==> config.mk <==
export PLATFORM = sky130hd
export DESIGN_NAME = cache_hit_miss_model_unit
export DESIGN_NICKNAME = d
export VERILOG_FILES = /design/src/sv/chm_pkg.sv /design/src/sv/chm_ctrl.sv /design/src/sv/chm_datapath.sv /design/src/sv/cache_hit_miss_model_unit.sv
export SDC_FILE = /design/constraint.sdc
export NUM_CORES = 2
export LEC_CHECK = 0
export BUFFER_PORTS_ARGS = -buffer_cell sky130_fd_sc_hd__buf_4
export CAP_MARGIN = 20
export CORE_UTILIZATION = 59
export CTS_CLUSTER_SIZE = 30
export DETAILED_ROUTE_END_ITERATION = 7
export PLACE_DENSITY = 0.75
export RECOVER_POWER = 50
export REMOVE_ABC_BUFFERS = 1
export SLEW_MARGIN = 20
export SYNTH_ARGS = -nofsm -noshare
export SYNTH_HDL_FRONTEND = slang
export SYNTH_SLANG_ARGS = --single-unit
==> constraint.sdc <==
create_clock -name clk -period 9.35 [get_ports clk]
set_clock_uncertainty 0.1 [all_clocks]
set_input_delay 0.4675 -clock clk [delete_from_list [all_inputs] [get_ports clk]]
set_output_delay 0.4675 -clock clk [all_outputs]
set_load 0.01 [all_outputs]
==> src/sv/chm_pkg.sv <==
package chm_pkg;

	localparam int MAX_BLOCKS_DEF   = 64;
	localparam int BLOCK_BYTES_DEF  = 64;
	localparam int ADDRESS_BITS_DEF = 32;

	localparam int ADDR_W     = 32;
	localparam int COUNT_W    = 64;
	localparam int CFG_IDX_W  = 2;
	localparam int CFG_DATA_W = 3;

	localparam logic [CFG_IDX_W-1:0] REG_MAPPING  = 2'd0;
	localparam logic [CFG_IDX_W-1:0] REG_SPLIT    = 2'd1;
	localparam logic [CFG_IDX_W-1:0] REG_BLK_LOG2 = 2'd2;

	localparam logic       MAP_DIRECT   = 1'b0;
	localparam logic [2:0] BLK_LOG2_RST = 3'd6;

	typedef struct packed {
		logic start;
		logic issue;
		logic update;
		logic load;
	} dp_cmd_t;

	typedef struct packed {
		logic all_issued;
		logic pending;
		logic match;
	} dp_sts_t;

endpackage

==> src/sv/chm_ctrl.sv <==
module chm_ctrl (
	input  logic             clk,
	input  logic             arst_n,
	input  logic             in_valid,
	output logic             in_ready,
	output logic             out_valid,
	input  logic             out_ready,
	input  chm_pkg::dp_sts_t sts,
	output chm_pkg::dp_cmd_t cmd
);
	import chm_pkg::*;

	localparam logic [1:0] S_IDLE   = 2'd0;
	localparam logic [1:0] S_SCAN   = 2'd1;
	localparam logic [1:0] S_UPDATE = 2'd2;
	localparam logic [1:0] S_DONE   = 2'd3;

	logic [1:0] state_q;
	logic [1:0] state_d;
	logic       out_valid_q;

	assign in_ready  = (state_q == S_IDLE);
	assign out_valid = out_valid_q;

	always_comb begin
		state_d    = state_q;
		cmd        = '0;
		case (state_q)
			S_IDLE: begin
				if (in_valid) begin
					cmd.start = 1'b1;
					state_d   = S_SCAN;
				end
			end
			S_SCAN: begin
				cmd.issue = !sts.all_issued;
				if (sts.match || (sts.all_issued && !sts.pending)) begin
					state_d = S_UPDATE;
				end
			end
			S_UPDATE: begin
				cmd.update = 1'b1;
				state_d    = S_DONE;
			end
			S_DONE: begin
				if (!out_valid_q || out_ready) begin
					cmd.load = 1'b1;
					state_d  = S_IDLE;
				end
			end
			default: begin
				state_d = S_IDLE;
			end
		endcase
	end

	always_ff @(posedge clk or negedge arst_n) begin
		if (!arst_n) begin
			state_q     <= S_IDLE;
			out_valid_q <= 1'b0;
		end else begin
			state_q <= state_d;
			if (cmd.load) begin
				out_valid_q <= 1'b1;
			end else if (out_ready) begin
				out_valid_q <= 1'b0;
			end
		end
	end

endmodule

==> src/sv/chm_datapath.sv <==
module chm_datapath #(
	parameter int MAX_BLOCKS   = chm_pkg::MAX_BLOCKS_DEF,
	parameter int BLOCK_BYTES  = chm_pkg::BLOCK_BYTES_DEF,
	parameter int ADDRESS_BITS = chm_pkg::ADDRESS_BITS_DEF
) (
	input  logic                           clk,
	input  logic                           arst_n,
	input  chm_pkg::dp_cmd_t               cmd,
	output chm_pkg::dp_sts_t               sts,
	input  logic [chm_pkg::ADDR_W-1:0]     address,
	input  logic                           kind,
	input  logic                           cfg_we,
	input  logic [chm_pkg::CFG_IDX_W-1:0]  cfg_index,
	input  logic [chm_pkg::CFG_DATA_W-1:0] cfg_data,
	output logic                           hit,
	output logic [chm_pkg::COUNT_W-1:0]    access_total,
	output logic [chm_pkg::COUNT_W-1:0]    hit_total
);
	import chm_pkg::*;

	localparam int AW       = (ADDRESS_BITS < ADDR_W) ? ADDRESS_BITS : ADDR_W;
	localparam int OFF_BITS = $clog2(BLOCK_BYTES + 1) - 1;
	localparam int TAG_W    = AW - OFF_BITS;
	localparam int MAX_LOG  = $clog2(MAX_BLOCKS + 1) - 1;
	localparam int IDX_W    = (MAX_LOG > 0) ? MAX_LOG : 1;
	localparam int CNT_W    = MAX_LOG + 1;
	localparam int ENTRIES  = 2 * MAX_BLOCKS;
	localparam int ENT_W    = $clog2(ENTRIES);

	// configuration
	logic       map_q;
	logic       split_q;
	logic [2:0] blog_q;

	// transaction context
	logic             fa_q;
	logic             cache_q;
	logic [TAG_W-1:0] tag_q;
	logic [IDX_W-1:0] idx_q;
	logic [IDX_W-1:0] mask_q;
	logic [CNT_W-1:0] n_q;
	logic [ENT_W-1:0] base_q;
	logic [CNT_W-1:0] cnt_q;
	logic             hit_q;

	logic [IDX_W-1:0]   ptr_q [2];
	logic [ENTRIES-1:0] vld_q;
	logic [TAG_W-1:0]   tag_mem [ENTRIES];

	logic [TAG_W-1:0] rdata_s1;
	logic             vld_s1;
	logic             pending_s1;

	logic [COUNT_W-1:0] acc_q;
	logic [COUNT_W-1:0] hitc_q;

	// lookup setup
	logic [TAG_W-1:0]       ba;
	logic [TAG_W+IDX_W-1:0] ba_ext;
	logic [2:0]             lg;
	logic [CNT_W-1:0]       nblk;
	logic [CNT_W-1:0]       nmask;
	logic [IDX_W-1:0]       mask_c;
	logic                   cache_c;

	assign ba      = address[AW-1:OFF_BITS];
	assign ba_ext  = {{IDX_W{1'b0}}, ba};
	assign lg      = (int'(blog_q) > MAX_LOG) ? 3'(MAX_LOG) : blog_q;
	assign nblk    = CNT_W'(1) << lg;
	assign nmask   = nblk - CNT_W'(1);
	assign mask_c  = nmask[IDX_W-1:0];
	assign cache_c = split_q & kind;

	// entry addressing
	logic [IDX_W-1:0] rd_off;
	logic [ENT_W-1:0] rd_ent;
	logic [IDX_W-1:0] wr_off;
	logic [ENT_W-1:0] wr_ent;
	logic [IDX_W-1:0] ptr_next;
	logic             miss_wr;

	assign rd_off   = fa_q ? cnt_q[IDX_W-1:0] : idx_q;
	assign rd_ent   = base_q + ENT_W'(rd_off);
	assign wr_off   = fa_q ? (ptr_q[cache_q] & mask_q) : idx_q;
	assign wr_ent   = base_q + ENT_W'(wr_off);
	assign ptr_next = (wr_off + IDX_W'(1)) & mask_q;
	assign miss_wr  = cmd.update && !hit_q;

	assign sts.match      = pending_s1 && vld_s1 && (rdata_s1 == tag_q);
	assign sts.pending    = pending_s1;
	assign sts.all_issued = (cnt_q == n_q);

	always_ff @(posedge clk or negedge arst_n) begin
		if (!arst_n) begin
			map_q   <= MAP_DIRECT;
			split_q <= 1'b0;
			blog_q  <= BLK_LOG2_RST;
		end else if (cfg_we) begin
			case (cfg_index)
				REG_MAPPING:  map_q   <= cfg_data[0];
				REG_SPLIT:    split_q <= cfg_data[0];
				REG_BLK_LOG2: blog_q  <= cfg_data;
				default: ;
			endcase
		end
	end

	always_ff @(posedge clk) begin
		if (cmd.start) begin
			fa_q    <= map_q;
			cache_q <= cache_c;
			tag_q   <= map_q ? ba : (ba >> lg);
			idx_q   <= ba_ext[IDX_W-1:0] & mask_c;
			mask_q  <= mask_c;
			n_q     <= map_q ? nblk : CNT_W'(1);
			base_q  <= cache_c ? ENT_W'(MAX_BLOCKS) : '0;
		end
	end

	always_ff @(posedge clk or negedge arst_n) begin
		if (!arst_n) begin
			cnt_q      <= '0;
			hit_q      <= 1'b0;
			pending_s1 <= 1'b0;
			vld_s1     <= 1'b0;
			vld_q      <= '0;
			ptr_q[0]   <= '0;
			ptr_q[1]   <= '0;
			acc_q      <= '0;
			hitc_q     <= '0;
		end else begin
			pending_s1 <= cmd.issue;
			if (cmd.issue) begin
				vld_s1 <= vld_q[rd_ent];
			end
			if (cmd.start) begin
				cnt_q <= '0;
				hit_q <= 1'b0;
			end else begin
				if (cmd.issue) begin
					cnt_q <= cnt_q + CNT_W'(1);
				end
				if (sts.match) begin
					hit_q <= 1'b1;
				end
			end
			if (cmd.update) begin
				acc_q  <= acc_q + COUNT_W'(1);
				hitc_q <= hitc_q + COUNT_W'(hit_q);
			end
			if (miss_wr) begin
				vld_q[wr_ent] <= 1'b1;
				if (fa_q) begin
					ptr_q[cache_q] <= ptr_next;
				end
			end
		end
	end

	always_ff @(posedge clk) begin
		if (miss_wr) begin
			tag_mem[wr_ent] <= tag_q;
		end
		if (cmd.issue) begin
			rdata_s1 <= tag_mem[rd_ent];
		end
	end

	always_ff @(posedge clk) begin
		if (cmd.load) begin
			hit          <= hit_q;
			access_total <= acc_q;
			hit_total    <= hitc_q;
		end
	end

endmodule

==> src/sv/cache_hit_miss_model_unit.sv <==
// Channel   Signals                                       Direction
// in        in_valid, in_ready, address, kind             into block
// out       out_valid, out_ready, hit, access_total,      out of block
//           hit_total
// cfg       cfg_valid, cfg_ready, cfg_index, cfg_data     into block
//
// One transaction at a time; the tag memory is read one entry per cycle.
// Direct mapped: each transaction reads the single indexed entry. Fully
// associative: a miss scans all N entries, N = blocks in use (2**BLK_LOG2,
// at most MAX_BLOCKS); a hit at entry k ends the scan early.
// Reset clears valid bits, FIFO pointers and counters and sets the configuration to its reset values at once.
// A stalled result is held in the output register; the next input is taken.
module cache_hit_miss_model_unit #(
	parameter int MAX_BLOCKS   = chm_pkg::MAX_BLOCKS_DEF,
	parameter int BLOCK_BYTES  = chm_pkg::BLOCK_BYTES_DEF,
	parameter int ADDRESS_BITS = chm_pkg::ADDRESS_BITS_DEF
) (
	input  logic                           clk,
	input  logic                           arst_n,
	input  logic                           in_valid,
	output logic                           in_ready,
	input  logic [chm_pkg::ADDR_W-1:0]     address,
	input  logic                           kind,
	output logic                           out_valid,
	input  logic                           out_ready,
	output logic                           hit,
	output logic [chm_pkg::COUNT_W-1:0]    access_total,
	output logic [chm_pkg::COUNT_W-1:0]    hit_total,
	input  logic                           cfg_valid,
	output logic                           cfg_ready,
	input  logic [chm_pkg::CFG_IDX_W-1:0]  cfg_index,
	input  logic [chm_pkg::CFG_DATA_W-1:0] cfg_data
);
	import chm_pkg::*;

	dp_cmd_t cmd;
	dp_sts_t sts;

	assign cfg_ready = 1'b1;

	chm_ctrl u_ctrl (
		.clk       (clk),
		.arst_n    (arst_n),
		.in_valid  (in_valid),
		.in_ready  (in_ready),
		.out_valid (out_valid),
		.out_ready (out_ready),
		.sts       (sts),
		.cmd       (cmd)
	);

	chm_datapath #(
		.MAX_BLOCKS   (MAX_BLOCKS),
		.BLOCK_BYTES  (BLOCK_BYTES),
		.ADDRESS_BITS (ADDRESS_BITS)
	) u_datapath (
		.clk          (clk),
		.arst_n       (arst_n),
		.cmd          (cmd),
		.sts          (sts),
		.address      (address),
		.kind         (kind),
		.cfg_we       (cfg_valid),
		.cfg_index    (cfg_index),
		.cfg_data     (cfg_data),
		.hit          (hit),
		.access_total (access_total),
		.hit_total    (hit_total)
	);

endmodule
==> Word level (Yosys, flattened, before mapping) <==
Memories as Yosys holds them, arrays and structs flattened. A register that Yosys moved wholly into a read port is not among the register bits.
Cells that the tools add are included.
{ "totals": {"wordCells": 111, "in_bits": 43, "register_bits": 469, "n_memories": 1, "ramBits": 3328, "out_inout_bits": 132} }
{ "mem_list": {"columns": ["memory", "words", "width", "read_ports", "rd_ports_with_merged_regs", "wr", "line_no", "rtl"], "rows": [
  ["u_datapath.tag_mem", 128, 26, 1, 1, 1, "chm_datapath.sv:48", "logic [TAG_W-1:0] tag_mem [ENTRIES];"]
]} }
{ "classes": {"order_cmp": 6, "muxes": 33, "add_sub_neg": 7, "eq_ne": 10, "shift": 2, "n_bitwise": 6, "n_reduce_logical": 22} }
{ "ops": {"columns": ["operator", "count"], "rows": [
  ["$or A128 B128 Y128", 1],
  ["$add A64 B1 Y64", 1],
  ["$add A64 B1 Y64 const B", 1],
  ["$mux W6", 6],
  ["$eq A26 B26 Y1", 1],
  ["$mux W26", 1],
  ["$shr A26 B3 Y26", 1],
  ["$mux W7", 3],
  ["$and A6 B6 Y6", 3],
  ["$lt A7 B8 Y1 const B", 2],
  ["$add A7 B6 Y7", 2],
  ["$mux W1", 14],
  ["$bwmux W12", 1],
  ["$pmux W2 S4", 1],
  ["$reduce_and A2 Y1", 4],
  ["$add A7 B1 Y7 const B", 1],
  ["$bmux W1 S7", 1],
  ["$demux W1 S7", 1],
  ["$eq A7 B7 Y1", 1],
  ["$ge A7 B1 Y1 const B", 1],
  ["$shl A1 B3 Y7 const A", 1],
  ["$add A6 B1 Y6 const B", 1],
  ["$demux W6 S1", 1],
  ["$eq A2 B2 Y1 const B", 3],
  ["17 further kinds", 33]
]} }

==> Depth between registers and ports, before layout <==
{ "depth": {"word_depth": 12, "depth_mapped": 12, "mapped_depth_nobuf": 9} }

==> Hierarchy <==
Synthesis repeated with hierarchy kept, for this count alone.
{ "hier_totals": {"cells_unflattened": 7442, "hier_area_um2": 147770.5} }
{ "modules_own_cells": {"columns": ["mod", "seq_area_each_um2", "area_per_inst_um2", "cells_each", "n_inst"], "rows": [
  ["chm_datapath", 113086.0, 147492.7, 7417, 1],
  ["chm_ctrl", 75.1, 266.5, 23, 1],
  ["cache_hit_miss_model_unit", 0.0, 11.3, 2, 1]
]} }

==> Worst setup path before layout <==
OpenSTA, ideal clock, no wires.
{ "synth_path": {"path_kind": "input to register", "from": "in out_ready", "to": "reg u_datapath.access_total[0] (netlist bit) (enable)", "setup_time_ns": 0.503, "path_slack_ns": 5.179, "cell_stages": 2, "required_ns": 8.747, "arrival_time_ns": 3.568, "path_buffers": 0, "cell_sequence": "nand2b_1 and2_1"} }
{ "synth_rtl": {"columns": ["element", "line_no", "rtl"], "rows": [
  ["start: declaration", "cache_hit_miss_model_unit.sv:25", "input logic out_ready,"],
  ["end signal: assignment", "chm_datapath.sv:172", "access_total <= acc_q;"],
  ["end: declaration", "chm_datapath.sv:16", "output logic [chm_pkg::COUNT_W-1:0] access_total,"]
]} }

==> Worst setup path in the final report <==
{ "layout_path": {"from": "reg u_datapath.tag_q[11]", "to": "mem u_datapath.tag_mem[10][11] (netlist bit) (data pin)"} }
{ "layout_rtl": {"columns": ["element", "line_no", "rtl"], "rows": [
  ["start: declaration", "chm_datapath.sv:38", "logic [TAG_W-1:0] tag_q;"],
  ["start signal: assignment", "chm_datapath.sv:112", "tag_q <= map_q ? ba : (ba >> lg);"],
  ["end: declaration", "chm_datapath.sv:48", null]
]} }
Straight into the memory's write port.

==> run summary <==
The post-route clock period utilization came out at 0.741. The count of buffers inserted at the top-level ports was 167. The layout has 15700 filler cells.

In this run the worst path has a maximum fanout of 93. The flow ran to the end, but the final reports show violations. The critical path in this run is classified as reg2reg.

Setup violations remaining at the end of the flow were counted as 0. The count of different cell masters after synthesis is 67. The tools report the element type at the critical path start as a flop. Dividing the detail-routed wire length by the instance count gives 31.6 um. The total number of clock tree sinks is 3816. The run gives 19 as the number of antenna violations at the first check in global routing.

A synthesized cell averages 19.6 sq um. The maximum number of pins on one net before global-route repair came out at 121. The top cell types in the final layout, fill and taps aside, are edfxtp_1, mux4_2, nand2_1. The HPWL after detailed placement is 197000 um, and the fraction of final layout cells sized beyond drive strength 1 is 0.231. The count of TritonRoute iterations in the first routing pass is 8, and the total number of vias is 76100.

The tools report the overall die area as 253000 sq um. For this design, the slowest cell found on the critical path is clkbuf_1. The antenna violation net count after detailed routing is 0.

After global routing the overflow that remains totals 0. The total power of the final layout was 45.7 mW; the final instance count without filler cells was 11600. The critical path contains buffers and inverters numbering 2 combined. Layout overhead on the synthesized area: 12.1%. The tool flagged a number of max-cap violations equal to 58. The worst-case IR drop observed on VDD is 0.207 mV. The via count of the first global-routing pass is 77400, and the post-synthesis cell count is 7544. TritonCTS built the clock tree. Counting stages on the worst path, the most repeated cell is clkbuf_1. The library cell used most frequently in the layout, excluding fill and tap cells, is edfxtp_1. The die is 503 um tall. Type of the tightest min-delay check: in2reg. The clock slew at the register clock pins of the worst setup and hold paths came out at 0.06 ns. STA classifies the critical path endpoint as a flop.

The number of failing hold endpoints at the final stage was 0. For the sequential area share after synthesis, the log shows 0.764. Data on the critical path arrives at its endpoint at 6.79 ns. At the later pin of the worst-skew pair, clock insertion delay measures 0.97 ns. The family of cells with the greatest summed delay on the critical path was buffers and inverters. Counting along the longest clock path gives a buffer depth of 4. The placed instance count is 10900, and the peak per-stage delay on the critical path is 3.65 ns. The total routed wirelength came out at 367000 um. The tree is rooted in a clkbuf_16.

Timing would allow up to 144 MHz. The tools report the required time at the worst-slack endpoint as 9.21 ns. Gates resized during post-CTS repair numbered 0.

The average vias per placed instance is 6.54. The tools report the area taken by flip-flops and latches as 113000 sq um. Setup repair after global routing left no endpoint under its margin. The async set-reset flop share out of synthesis is 0.0749.

Most common flop cell mapped by yosys: edfxtp_1. For this design the ratio of total power to cell area is 275 nW/um^2. The leakage component of the power was 54.9 nW; the H-tree depth was 5. The final weighted congestion in routability-driven placement was 0.930; the transition time at the pin with the least slew margin was 5.58 ns.

The die is 503 um wide. The worst relative slew slack was -2.72. The floorplan row count came out at 183. The number of warnings reported in the yosys synthesis log came out at 0. The number of synthesized flops with an enable pin is 3530. The final reports fail on capacitance limit, slew limit.

The total global routing track utilization came out at 0.293. Traced cell by cell, the critical path runs through clkbuf_1 -> clkbuf_1. The floorplan core area came out at 249000 sq um. After synthesis the cells add up to 148000 sq um. The minimum clock period was 6.93 ns; the flip-flop and latch count after synthesis was 3816.

After detailed routing, the number of remaining DRC violations is 0. The logs give 0.595 for the effective utilization at floorplan and 10200 for the violation count after the first detailed-route iteration. In the final design database the tool counted 8059 nets.

In this run the count of I/O pins placed on the die edge is 175. The number of pins exceeding their max-slew limit in the final report was 3641. The logs give 33400 sq um for the area taken by multi-input logic gates and 380 for the number of buffers created by CTS.

The wire length of the first global-routing pass was 527000 um.
registers in the layout, summed over array words and instances, names as in the netlist, 12 cells and up:
name and count:
u_datapath.tag_q 26, u_datapath.acc_q 64, u_datapath.access_total 64, u_datapath.hit_total 64, u_datapath.hitc_q 64, u_datapath.rdata_s1 26
u_datapath.vld_q 128, u_datapath.ptr_q 12, u_datapath.tag_mem 3328
tightest hold or removal path: stages:
cell,delay [ns]
dlygate4sd3_1,0.56
buf_4,0.13
mux2_2,0.13
power by group:
group / total, mW / switching (mW) / leakage, nW / internal (mW)
Sequential: 20.5 / 0.306 / 35.6 / 20.2
Combinational: 10.3 / 6.58 / 13.3 / 3.77
Clock: 14.8 / 6.22 / 5.91 / 8.62
Yosys cell counts, types with 3 or more instances:
library cell	number	area share
edfxtp_1	3530	0.72
o211a_1	3	0.00020
a21oi_1	29	0.00098
nor2b_1	9	0.00038
a211oi_1	5	0.00025
ha_1	9	0.00076
nor3b_1	4	0.00020
a31o_1	3	0.00018
and2_1	20	0.00084
and4_1	6	0.00035
or2_2	131	0.0055
dfrtp_1	284	0.048
buf_2	91	0.0031
buf_4	70	0.0035
nand2_1	834	0.021
o221ai_1	4	0.00024
inv_1	25	0.00063
nand3b_1	25	0.0013
o211ai_1	5	0.00025
o31ai_1	5	0.00025
o22ai_1	7	0.00030
xor2_1	81	0.0048
buf_1	84	0.0021
nor4_1	11	0.00046
nor3_1	26	0.00088
nor2_1	199	0.0050
and3_1	51	0.0022
mux2i_1	236	0.016
clkbuf_1	126	0.0032
a31oi_1	67	0.0028
a2111oi_0	6	0.00035
a32o_1	25	0.0017
nand3_1	454	0.015
xnor2_1	87	0.0051
o21ai_0	44	0.0015
buf_6	14	0.0011
nand4_1	29	0.0012
mux4_2	847	0.13
nand2b_1	9	0.00038
mux2_2	12	0.00091
routing by layer:
layer	GRT usage	up-vias	share of wire
met5	0	-	0.00015
met4	0.158	6	0.062
met3	0.0710	921	0.11
met2	0.463	4501	0.47
met1	0.381	39600	0.36
li1	-	31100	-
layout make-up:
class | count | share of cell area
Tap cell | 3330 | 0.0251
Clock inverter | 191 | 0.0110
Inverter | 27 | 0.000610
Sequential cell | 3816 | 0.681
Clock buffer | 481 | 0.0617
Antenna cell | 10 | 0.000151
Timing Repair Buffer | 467 | 0.0187
Multi-Input combinational cell | 3315 | 0.201
path summary, 6_finish.rpt:
| path | from | end | slack, ns | cells past startpoint |
|---|---|---|---|---|
| worst max register to register | u_datapath.tag_q[11]$_DFFE_PP_ | u_datapath.tag_mem[10][11]$_DFFE_PP_ | 2.42 | 2 |
| worst min register to register | u_datapath.acc_q[59]$_DFFE_PN0P_ | u_datapath.access_total[59]$_DFFE_PP_ | 0.35 | 0 |
| worst max-delay path | u_datapath.tag_q[11]$_DFFE_PP_ | u_datapath.tag_mem[10][11]$_DFFE_PP_ | 2.42 | 2 |
| max in group asynchronous | arst_n | u_datapath.acc_q[63]$_DFFE_PN0P_ | 3.17 | 3 |
| worst min-delay path | cfg_data[0] | u_datapath.map_q$_DFFE_PN0P_ | 0.24 | 3 |
| min in group asynchronous | arst_n | u_datapath.hitc_q[25]$_DFFE_PN0P_ | 1.95 | 2 |
what timing repair did:
item | in CTS | in global routing
hold endpoints to repair | 127 | 0
hold buffers | 43 | 0
setup buffers | 0 | 0
metrics by stage:
stage                      util  setup WS [ns]  hold WS, ns  setup TNS [ns]  instance area, sq um
final                     0.667           2.42        0.239               0                166000
after global routing      0.666           2.20        0.226               0                166000
after CTS                 0.669           3.91       0.0144               0                167000
after detailed placement  0.619           3.90        0.334               0                154000
after global placement    0.619           3.97        0.336               0                154000
after floorplan               -          -4.42       0.0719         -111.79                146000
cell families (layout without fill, tap and decap cells):
kind of cell	after synthesis	in the layout	synth area share
simple gates	1818	1818	0.0558
xor+xnor	168	168	0.00993
buf+inv	413	1166	0.0138
mux	1097	1097	0.146
compound gates	222	222	0.0101
other cells	1	11	0.0000253
flops	3816	3816	0.764
fa+ha+maj	9	9	0.000760
(Power assumes the default switching activity.)
